**src/design/tvr_pkg.sv**
```systemverilog
package tvr_pkg;

   localparam int MU_BITS = 8;
   localparam int SCALE_W = 16;
   localparam int IDX_W   = 10;
   localparam int P1_W    = SCALE_W + IDX_W - MU_BITS;

   localparam logic [1:0] CSR_SCALE_X = 2'd0;
   localparam logic [1:0] CSR_SCALE_Y = 2'd1;
   localparam logic [1:0] CSR_SCALE_Z = 2'd2;

   typedef enum logic [3:0] {
      ST_IDLE,
      ST_READ,
      ST_LAST,
      ST_ZGO,
      ST_ZWAIT,
      ST_YGO,
      ST_YWAIT,
      ST_XGO,
      ST_XWAIT
   } state_type;

   typedef enum logic [1:0] {
      STG_Z,
      STG_Y,
      STG_X
   } stage_type;

   typedef struct packed {
      logic       wr;
      logic       load;
      logic       rd;
      logic       cub_go;
      stage_type  stage;
      logic [1:0] i;
      logic [1:0] j;
      logic [1:0] k;
   } cmd_type;

endpackage

```
**src/design/tvr_ctrl.sv**
```systemverilog
module tvr_ctrl (
   input  logic             clock,
   input  logic             reset,
   input  logic             start,
   input  logic             req_func,
   input  logic             cub_done,
   output logic             busy,
   output tvr_pkg::cmd_type cmd
);

   tvr_pkg::state_type state_ff, state_in;
   logic [1:0] i_ff, i_in, j_ff, j_in, k_ff, k_in;

   always_comb begin
      state_in = state_ff;
      i_in     = i_ff;
      j_in     = j_ff;
      k_in     = k_ff;
      unique case (state_ff)
         tvr_pkg::ST_IDLE: begin
            if (start && req_func) begin
               state_in = tvr_pkg::ST_READ;
               i_in     = 2'd0;
               j_in     = 2'd0;
               k_in     = 2'd0;
            end
         end
         tvr_pkg::ST_READ: begin
            k_in = k_ff + 2'd1;
            if (k_ff == 2'd3) begin
               state_in = tvr_pkg::ST_LAST;
            end
         end
         tvr_pkg::ST_LAST: state_in = tvr_pkg::ST_ZGO;
         tvr_pkg::ST_ZGO:  state_in = tvr_pkg::ST_ZWAIT;
         tvr_pkg::ST_ZWAIT: begin
            if (cub_done) begin
               if (j_ff == 2'd3) begin
                  state_in = tvr_pkg::ST_YGO;
               end else begin
                  j_in     = j_ff + 2'd1;
                  state_in = tvr_pkg::ST_READ;
               end
            end
         end
         tvr_pkg::ST_YGO: state_in = tvr_pkg::ST_YWAIT;
         tvr_pkg::ST_YWAIT: begin
            if (cub_done) begin
               if (i_ff == 2'd3) begin
                  state_in = tvr_pkg::ST_XGO;
               end else begin
                  i_in     = i_ff + 2'd1;
                  j_in     = 2'd0;
                  state_in = tvr_pkg::ST_READ;
               end
            end
         end
         tvr_pkg::ST_XGO: state_in = tvr_pkg::ST_XWAIT;
         tvr_pkg::ST_XWAIT: begin
            if (cub_done) begin
               state_in = tvr_pkg::ST_IDLE;
            end
         end
         default: state_in = tvr_pkg::ST_IDLE;
      endcase
   end

   always_comb begin
      busy       = (state_ff != tvr_pkg::ST_IDLE);
      cmd.wr     = (state_ff == tvr_pkg::ST_IDLE) && start && !req_func;
      cmd.load   = (state_ff == tvr_pkg::ST_IDLE) && start && req_func;
      cmd.rd     = (state_ff == tvr_pkg::ST_READ);
      cmd.cub_go = 1'b0;
      cmd.stage  = tvr_pkg::STG_Z;
      cmd.i      = i_ff;
      cmd.j      = j_ff;
      cmd.k      = k_ff;
      unique case (state_ff)
         tvr_pkg::ST_ZGO:   cmd.cub_go = 1'b1;
         tvr_pkg::ST_YGO: begin
            cmd.cub_go = 1'b1;
            cmd.stage  = tvr_pkg::STG_Y;
         end
         tvr_pkg::ST_YWAIT: cmd.stage = tvr_pkg::STG_Y;
         tvr_pkg::ST_XGO: begin
            cmd.cub_go = 1'b1;
            cmd.stage  = tvr_pkg::STG_X;
         end
         tvr_pkg::ST_XWAIT: cmd.stage = tvr_pkg::STG_X;
         default: cmd.cub_go = 1'b0;
      endcase
   end

   always_ff @(posedge clock) begin
      if (reset) begin
         state_ff <= tvr_pkg::ST_IDLE;
         i_ff     <= 2'd0;
         j_ff     <= 2'd0;
         k_ff     <= 2'd0;
      end else begin
         state_ff <= state_in;
         i_ff     <= i_in;
         j_ff     <= j_in;
         k_ff     <= k_in;
      end
   end

endmodule

```
**config.mk**
```make
export PLATFORM = sky130hd
export DESIGN_NAME = tvr_ctrl
export DESIGN_NICKNAME = d
export VERILOG_FILES = /design/src/design/tvr_pkg.sv /design/src/design/tvr_ctrl.sv
export SDC_FILE = /design/constraint.sdc
export NUM_CORES = 1
export LEC_CHECK = 0
export BUFFER_PORTS_ARGS = -buffer_cell sky130_fd_sc_hd__buf_2
export CORE_MARGIN = 5
export CORE_UTILIZATION = 50
export DETAILED_ROUTE_END_ITERATION = 10
export GPL_TIMING_DRIVEN = 0
export PLACE_DENSITY = 0.76
export SKIP_CTS_REPAIR_TIMING = 1
export SYNTH_ARGS = -nofsm -noshare
export SYNTH_HDL_FRONTEND = slang
export SYNTH_SLANG_ARGS = --single-unit
```
**constraint.sdc**
```tcl
create_clock -name clock -period 1.81 [get_ports clock]
set_input_delay 0 -clock clock [delete_from_list [all_inputs] [get_ports clock]]
set_output_delay 0 -clock clock [all_outputs]
set_load 0.01 [all_outputs]
```
# [Word-level counts from Yosys, hierarchy flattened]
# Cells that the tools add are included.
[op_classes] addsub=3 multipliers=0 n_div=0 n_lt_le_gt_ge=0 n_eq_ne=18 n_shift=0 muxes=20 bitwise_logic=0 n_reduce_logical=17
[ops] op="one-hot mux 4 bit (9 select lines)" count=1
[ops] op="2-to-1 mux 4 bit" count=5
[ops] op="== test 4 x 3 -> 1 bit, second input constant" count=4
[ops] op="2-to-1 mux 2 bit" count=7
[ops] op="!= test 2 bit, second input constant" count=6
[ops] op="one-hot mux 2 bit (2 select lines)" count=3
[ops] op="== test 4 x 2 -> 1 bit, second input constant" count=2
[ops] op="adder 2 x 1 -> 2 bit, second input constant" count=3
[ops] op="== test 2 bit, second input constant" count=3
[ops] op="2-to-1 mux 3 bit" count=2
[ops] op="one-hot mux 2 bit (3 select lines)" count=1
[ops] op="AND reduction 6 bit" count=1
[ops] op="AND reduction 5 bit" count=1
[ops] op="== test 4 x 1 -> 1 bit, second input constant" count=1
[ops] op="== test 4 bit, second input constant" count=1
[ops] op="logical AND 1 bit" count=4
[ops] op="logical NOT 4 bit" count=1
[ops] op="AND reduction 4 bit" count=1
[ops] op="nonzero test 2 bit" count=2
[ops] op="nonzero test 4 bit" count=1
[ops] op="OR reduction 2 bit" count=2
[ops] op="nonzero test 3 bit" count=1
[ops] op="OR reduction 3 bit" count=1
[ops] op="!= test 2 x 1 -> 1 bit, second input constant" count=1
[ops] op="other kinds (3)" count=3
[totals] register_bits=10 latch_bits=0 ram_bits=0 mem_bits_ro=0 input_bits=5 out_inout_bits=13 wordCells=62 mem_count=0

# [Longest topological paths before layout]
# Gate-level depths: netlist (run 1).
[depth] word_depth=4 ltp_mapped=6 mapped_depth_nobuf=6

# [Worst setup path before layout (run 1)]
# No wires, ideal clock.
[synth_timing] path_kind="register -> register" startpoint="reg i_ff[0]" endpoint="reg i_ff[0]" setup_time_ns=0.121 t_arrival_ns=1.282 required_time_ns=1.689 slack_ns=0.407 path_stages_with_launch=6 n_path_buf=0 period_less_slack_ns=1.403 path_cell_list="dfxtp_1 -> ha_1 -> nor2b_1 -> and3_1 -> o21a_2 -> mux2_4"
[synth_via] elab_chain_cells=4 elab_cells_between_ends=7 classes_between="add/sub (1); eq/ne (2); mux (3); reduce/logical (1)"
[synth_lines] element="from (decl)" line="tvr_ctrl.sv:12" rtl="logic [1:0] i_ff, i_in, j_ff, j_in, k_ff, k_in;"
[synth_lines] element="from (signal assigned)" line="tvr_ctrl.sv:102" rtl="i_ff <= i_in;"
[synth_lines] element="adder 2 x 1 -> 2 bit" line="tvr_ctrl.sv:52" rtl="i_in = i_ff + 2'd1;"
[synth_lines] element="2-to-1 mux 2 bit" line="tvr_ctrl.sv:49" rtl="if (i_ff == 2'd3) begin"
[synth_lines] element="2-to-1 mux 2 bit" line="tvr_ctrl.sv:48" rtl="if (cub_done) begin"
[synth_lines] element="one-hot mux 2 bit (2 select lines)" line="tvr_ctrl.sv:19" rtl="unique case (state_ff)"
# Parallel ways exist; a longest one is shown, timed or not. The select of a mux whose other input is x is not followed.
# A chain may end at the register's enable or synchronous reset.

==> results of run 1 <==
==> synth_stat cells (all sizes together) <==
cell	instances
a21boi	2
a21oi	5
a22o	1
a31oi	1
and3	2
buf	3
clkbuf	1
clkinv	1
dfxtp	10
ha	3
inv	3
mux2	1
mux2i	4
nand2	6
nand2b	10
nand3	6
nand4	2
nand4b	1
nor2	6
nor2b	4
nor3	1
nor3b	2
nor4	1
o21a	2
o21ai	2
o22ai	1
o311ai	1
or3	1
xor2	1
==> cell families after synthesis <==
| group | synth area share (%) |
|---|---|
| simple gates | 35.96 |
| compound gates | 15.97 |
| flops | 28.07 |
| buf+inv | 5.790 |
| mux | 7.719 |
| fa+ha+maj | 5.264 |
| xor+xnor | 1.228 |
==> flip-flops by register name, indices dropped and copies added, names as in the netlist <==
| signal | count |
|---|---|
| i_ff | 2 |
| j_ff | 2 |
| k_ff | 2 |
| state_ff | 4 |
==> how the worst max path moves through the flow <==
stage	startpoint	endpoint	slack (ps)	cells after the start
after floorplan	i_ff[0]	i_ff[0]	410	5
after detailed placement	state_ff[0]	i_ff[0]	350	5
after CTS	state_ff[0]	cmd[11]	290	5
after global placement	state_ff[0]	i_ff[0]	360	5
final	state_ff[0]	cmd[11]	300	5
after global routing	state_ff[1]	cmd[11]	150	5
==> routing by layer <==
metal | up-vias | share of wire, % | global-route usage [%]
li1 | 336 | - | -
met1 | 300 | 46 | 21.21
met3 | 4 | 6.8 | 4.511
met5 | - | 0 | 0
met4 | 0 | 1.4 | 8.065
met2 | 13 | 46 | 25.07
==> area by class of cell <==
type	count	area (um2)	area share [%]
Inverter	4	20.02	2.399
Timing Repair Buffer	16	80.08	9.595
Multi-Input combinational cell	66	471.7	56.52
Buffer	4	21.27	2.549
Tap cell	15	18.77	2.249
Clock buffer	3	22.52	2.699
Sequential cell	10	200.2	23.99
==> report_power, final <==
group          internal, mW  switching [mW]
logic                 0.102           0.124
clock network        0.0767          0.0740
registers             0.233         0.00893
==> critical path, cell delays in order (launching register included) <==
cell	delay, ps
dfxtp_1	310
buf_4	180
nor4_4	330
inv_1	90
nor3b_1	190
buf_2	150
==> layout by cell type (no fill, tap or decap), types with 2 or more instances in the layout <==
cell type / instances
buf_2: 18
dfxtp_1: 10
nand2b_1: 9
nand3_1: 6
nand2_1: 6
nor2_1: 6
a21oi_1: 5
nor2b_1: 4
mux2i_1: 4
inv_1: 3
ha_1: 3
clkbuf_4: 3
nor3b_1: 2
and3_1: 2
nand4_1: 2
==> metrics by stage <==
stage / cells / total power [mW] / hold WS [ps] / instance area (um2) / worst slack, ps
after floorplan: 84 / 0.4204 / 49.48 / 713.2 / 406.6
after global placement: 115 / 0.4698 / 263.3 / 812.0 / 361.6
after detailed placement: 115 / 0.4750 / 267.5 / 812.0 / 345.2
after CTS: 118 / 0.6228 / 34.39 / 834.6 / 287.8
after global routing: 118 / 0.6665 / 22.96 / 834.6 / 146.7
final: 118 / 0.6182 / 34.17 / 834.6 / 296.0
==> metrics.md, run 1 <==
| Metric | Value |
|---|---|
| Synth Cell Area | 713.2 um2 |
| Max FO, Critical Path | 10 |
| R2r startpoint | state_ff[0] |
| DRC | 0 |
| Fill cells | 118 |
| ANT cells | 0 |
| Hold Fails Final Rpt | 0 |
| Buffers on Ports | 16 |
| Pin count of the biggest net entering global routing | 11 |
| Gate Count Post-Synth | 84 |
| Mean Syn Cell Area | 8.490 um2 |
| Min-Delay Path Class | in2reg |
| Max clock buf depth | 2 |
| Vias | 653 |
| Placement Rows | 13 |
| Reg2reg path depth | 5 |
| Vias in the first global route | 590 |
| WL final | 1518 um |
| Area grow syn2layout | 17.02% |
| Hold_sp | cub_done |
| Antenna violations before repair | 0 |
| Worst EP required | 1810 ps |
| Detail Route Antenna Nets | 0 |
| Vias per cell | 5.534 |
| Final Cycle Share | 83.65% |
| Htree depth | 1 |
| Static leakage power | 0.4113 nW |
| Setup TNS | 0 ps |
| Dpl hpwl | 1205 um |
| CTS buffer count | 3 |
| Layout cells sized above 1 | 28.16% |
| Maxcap violations | 0 |
| FMAX | 660.5 MHz |
| Die height | 47.77 um |
| Outcome | completed |
| Placer Congestion | 0.7508 |
| Clock slew at reported path FFs | 60 ps |
| Ports | 18 |
| Worst-Margin Slew | 449.9 ps |
| Min-Delay Endpoint | state_ff[1] |
| Reg-to-Reg End | i_ff[0] |
| Crit path DAT | 1510 ps |
| Util after Layout | 63.34% |
| Core box area | 1318 um2 |
| Nets | 113 |
| Worst hold stages | 2 |
| DRT iter0 DRCs | 7 |
| RSZ-0062 raised after global routing | false |
| Routed wire per std cell | 12.86 um |
| Skew final | 6.973 ps |
| Endpoints failing setup | 0 |
| CP endpoint kind | output port |
| Pwr/cell area | 740.8 nW/um2 |
| Worst vdd ir | 381.4 uV |
| Synth warnings | 0 |
| Relative slew slack | 69.90% |
| Die X | 47.77 um |
| First-pass GRT wire length | 2580 um |
| Initial core utilization | 54.13% |
| Largest area contributor in the netlist | dfxtp_1 |
| Critical path class | reg2out |
| Max Slew Vio Count | 0 |
| Clock Latency Late Sink | 260 ps |
| CTS sink count | 10 |
| GRT overflow | 0 |
| Startpoint Class | flip-flop |
| Top cells by area, synth | dfxtp_1, nand2b_1, mux2i_1 |
| Syn Nets | 92 |
| Clock Tree Root | clkbuf_4 |
| Die Area | 2282 um2 |
| TritonRoute pass-1 iters | 4 |
| Min Tclk post-route | 1514 ps |
| CTS tree | done |
| Sequential area share after synthesis | 28.07% |
| Number of synthesized register bits | 10 |
| R2R Setup Slk | 350 ps |
| Yosys cell types | 34 |
| Top cell type's share of synthesized area | 28.07% |
| Total track usage | 16.45% |
(Power assumes the default switching activity.)
==> run 2: changes to the inputs <==
==> constraint.sdc (replaced) <==
create_clock -name clock -period 1.4 [get_ports clock]
set_input_delay 0 -clock clock [delete_from_list [all_inputs] [get_ports clock]]
set_output_delay 0 -clock clock [all_outputs]
set_load 0.01 [all_outputs]
==> run 2 against run 1 <==
First-iteration DRC count rose to 3.6 times the previous value. The run now ends with setup timing left. Combinational power up 41%. Highest routed layer unchanged. Non-clock buffer count up 2.
==> metrics.md, run 2 (synthesis results as in run 1) <==
| Metric | Value |
|---|---|
| Violated checks | setup timing |
| Part of the power in the clock network | 30.3% |
| WL final | 1613 um |
| Util after Layout | 68.09% |
| Switching portion of total power | 33.02% |
| Vias per cell | 5.785 |
| Endpoints failing setup | 3 |
| Comb power frac | 35.1% |
| Placer Congestion | 0.7616 |
| Htree depth | 1 |
| Relative slew slack | 67.87% |
| Final Cycle Share | 104.3% |
| Critical path class | reg2out |
| Core box area | 1318 um2 |
| Worst-Margin Slew | 480.1 ps |
| Worst vdd ir | 574.0 uV |
| Die X | 47.77 um |
| Outcome | finished, violations left |
| Clock Latency Late Sink | 280 ps |
| Commonest non-fill, non-tap cell in the layout | buf_2 |
| Pwr/cell area | 1012 nW/um2 |
| Crit path DAT | 1460 ps |
| CTS sink count | 10 |
| TritonRoute pass-1 iters | 4 |
| Skew final | 4.365 ps |
| Clock slew at reported path FFs | 70 ps |
| Ports | 18 |
| Max FO, Critical Path | 10 |
| Routed wire per std cell | 13.33 um |
| Max clock buf depth | 2 |
| Area occupied by multi-input gates | 488.0 um2 |
| Finished Cell Area | 897.1 um2 |
| ANT cells | 0 |
| Clock Tree Root | clkbuf_4 |
| Dpl hpwl | 1165 um |
| Antenna violations before repair | 0 |
| FMAX | 684.6 MHz |
| Maxcap violations | 0 |
| CTS tree | done |
| Final setup margin | -60.69 ps |
| Placement Rows | 13 |
| Hold slack | 30.55 ps |
| Startpoint Class | flip-flop |
| Number of flip-flops under the largest register name | 4 |
| Fill cells | 119 |
| Largest reg by FF count | state_ff |
| Pin count of the biggest net entering global routing | 11 |
| RSZ-0062 raised after global routing | true |
| Area grow syn2layout | 25.79% |
| Buffers on Ports | 16 |
| Nets | 115 |
| GRT overflow | 0 |
| Switch Pwr | 0.2997 mW |
| DRT iter0 DRCs | 25 |
| Max Slew Vio Count | 0 |
| Flop pwr share | 34.6% |
| DRC | 0 |
| Hold Fails Final Rpt | 0 |
| Static leakage power | 0.4337 nW |
| Min-Delay Path Class | in2reg |
| Reg area | 203.9 um2 |
| Initial core utilization | 54.13% |
| Vias | 700 |
| Total track usage | 15.77% |
| Worst EP required | 1400 ps |
| Commonest non-fill, non-tap cells in the layout | buf_2, nand2b_1, dfxtp_1, nand2_1, nor2_1 |
| Die height | 47.77 um |
| Min Tclk post-route | 1461 ps |
| Detail Route Antenna Nets | 0 |
| CTS buffer count | 3 |
| Die Area | 2282 um2 |
| Area after DPL | 813.3 um2 |
| First-pass GRT wire length | 2518 um |
| Layout cells sized above 1 | 36.79% |
| CP endpoint kind | output port |
| Vias in the first global route | 566 |
| Internal cell power | 0.6080 mW |
[run 2: cell types whose count changed in the layout (fill, tap and decap cells not counted), sizes merged]
cell | before | now
clkbuf | 4 | 5
buf | 19 | 21
[run 2: layer usage]
| layer | global-route usage (%) | wire length, um | vias to the layer above |
|---|---|---|---|
| met2 | 23.22 | 728 | 26 |
| met1 | 22.85 | 730 | 327 |
| met5 | 0 | 0 | - |
| met4 | 6.452 | 31 | 0 |
| li1 | - | - | 340 |
| met3 | 2.256 | 123 | 7 |
[run 2: worst paths after layout]
| kind | startpoint | end | slack [ps] | cells past startpoint |
|---|---|---|---|---|
| worst min register to register | k_ff[1] | k_ff[1] | 500 | 2 |
| worst max-delay path | state_ff[0] | cmd[11] | -60 | 5 |
| worst min-delay path | cub_done | state_ff[1] | 30 | 2 |
| worst max register to register | state_ff[0] | i_ff[0] | -10 | 5 |
[run 2: layout make-up]
cell class	instances	share of cell area, %
timing repair buffer	18	11.02
inverter	4	2.232
clock buffer	4	4.045
buffer	4	3.487
tap	15	2.092
sequential	10	22.73
multi-input combinational	66	54.39
[run 2: power by group through the flow]
stage	Clock [mW]	Combinational, mW	Sequential (mW)
3_5_place_dp	0	0.293	0.319
6_report	0.275	0.319	0.314
4_1_cts	0.272	0.294	0.312
2_1_floorplan	0	0.224	0.320
5_1_grt	0.284	0.348	0.317
3_3_place_gp	0	0.289	0.318
[run 2: critical path, stage by stage, from the launching register on]
cell     delay [ps]
dfxtp_1         330
buf_6           150
nor4_4          310
inv_1           110
nor3b_2         150
buf_2           140
[run 2: through the flow]
| step | worst slack [ps] | TNS (ps) | cells | total power [mW] |
|---|---|---|---|---|
| 2_1_floorplan | 8.540 | 0 | 84 | 0.5434 |
| 3_3_place_gp | -69.47 | -69.47 | 115 | 0.6067 |
| 3_5_place_dp | -75.28 | -76.89 | 115 | 0.6126 |
| 4_1_cts | -128.0 | -296.6 | 119 | 0.8782 |
| 5_1_grt | -142.4 | -404.9 | 121 | 0.9496 |
| 6_report | -60.69 | -83.23 | 121 | 0.9077 |
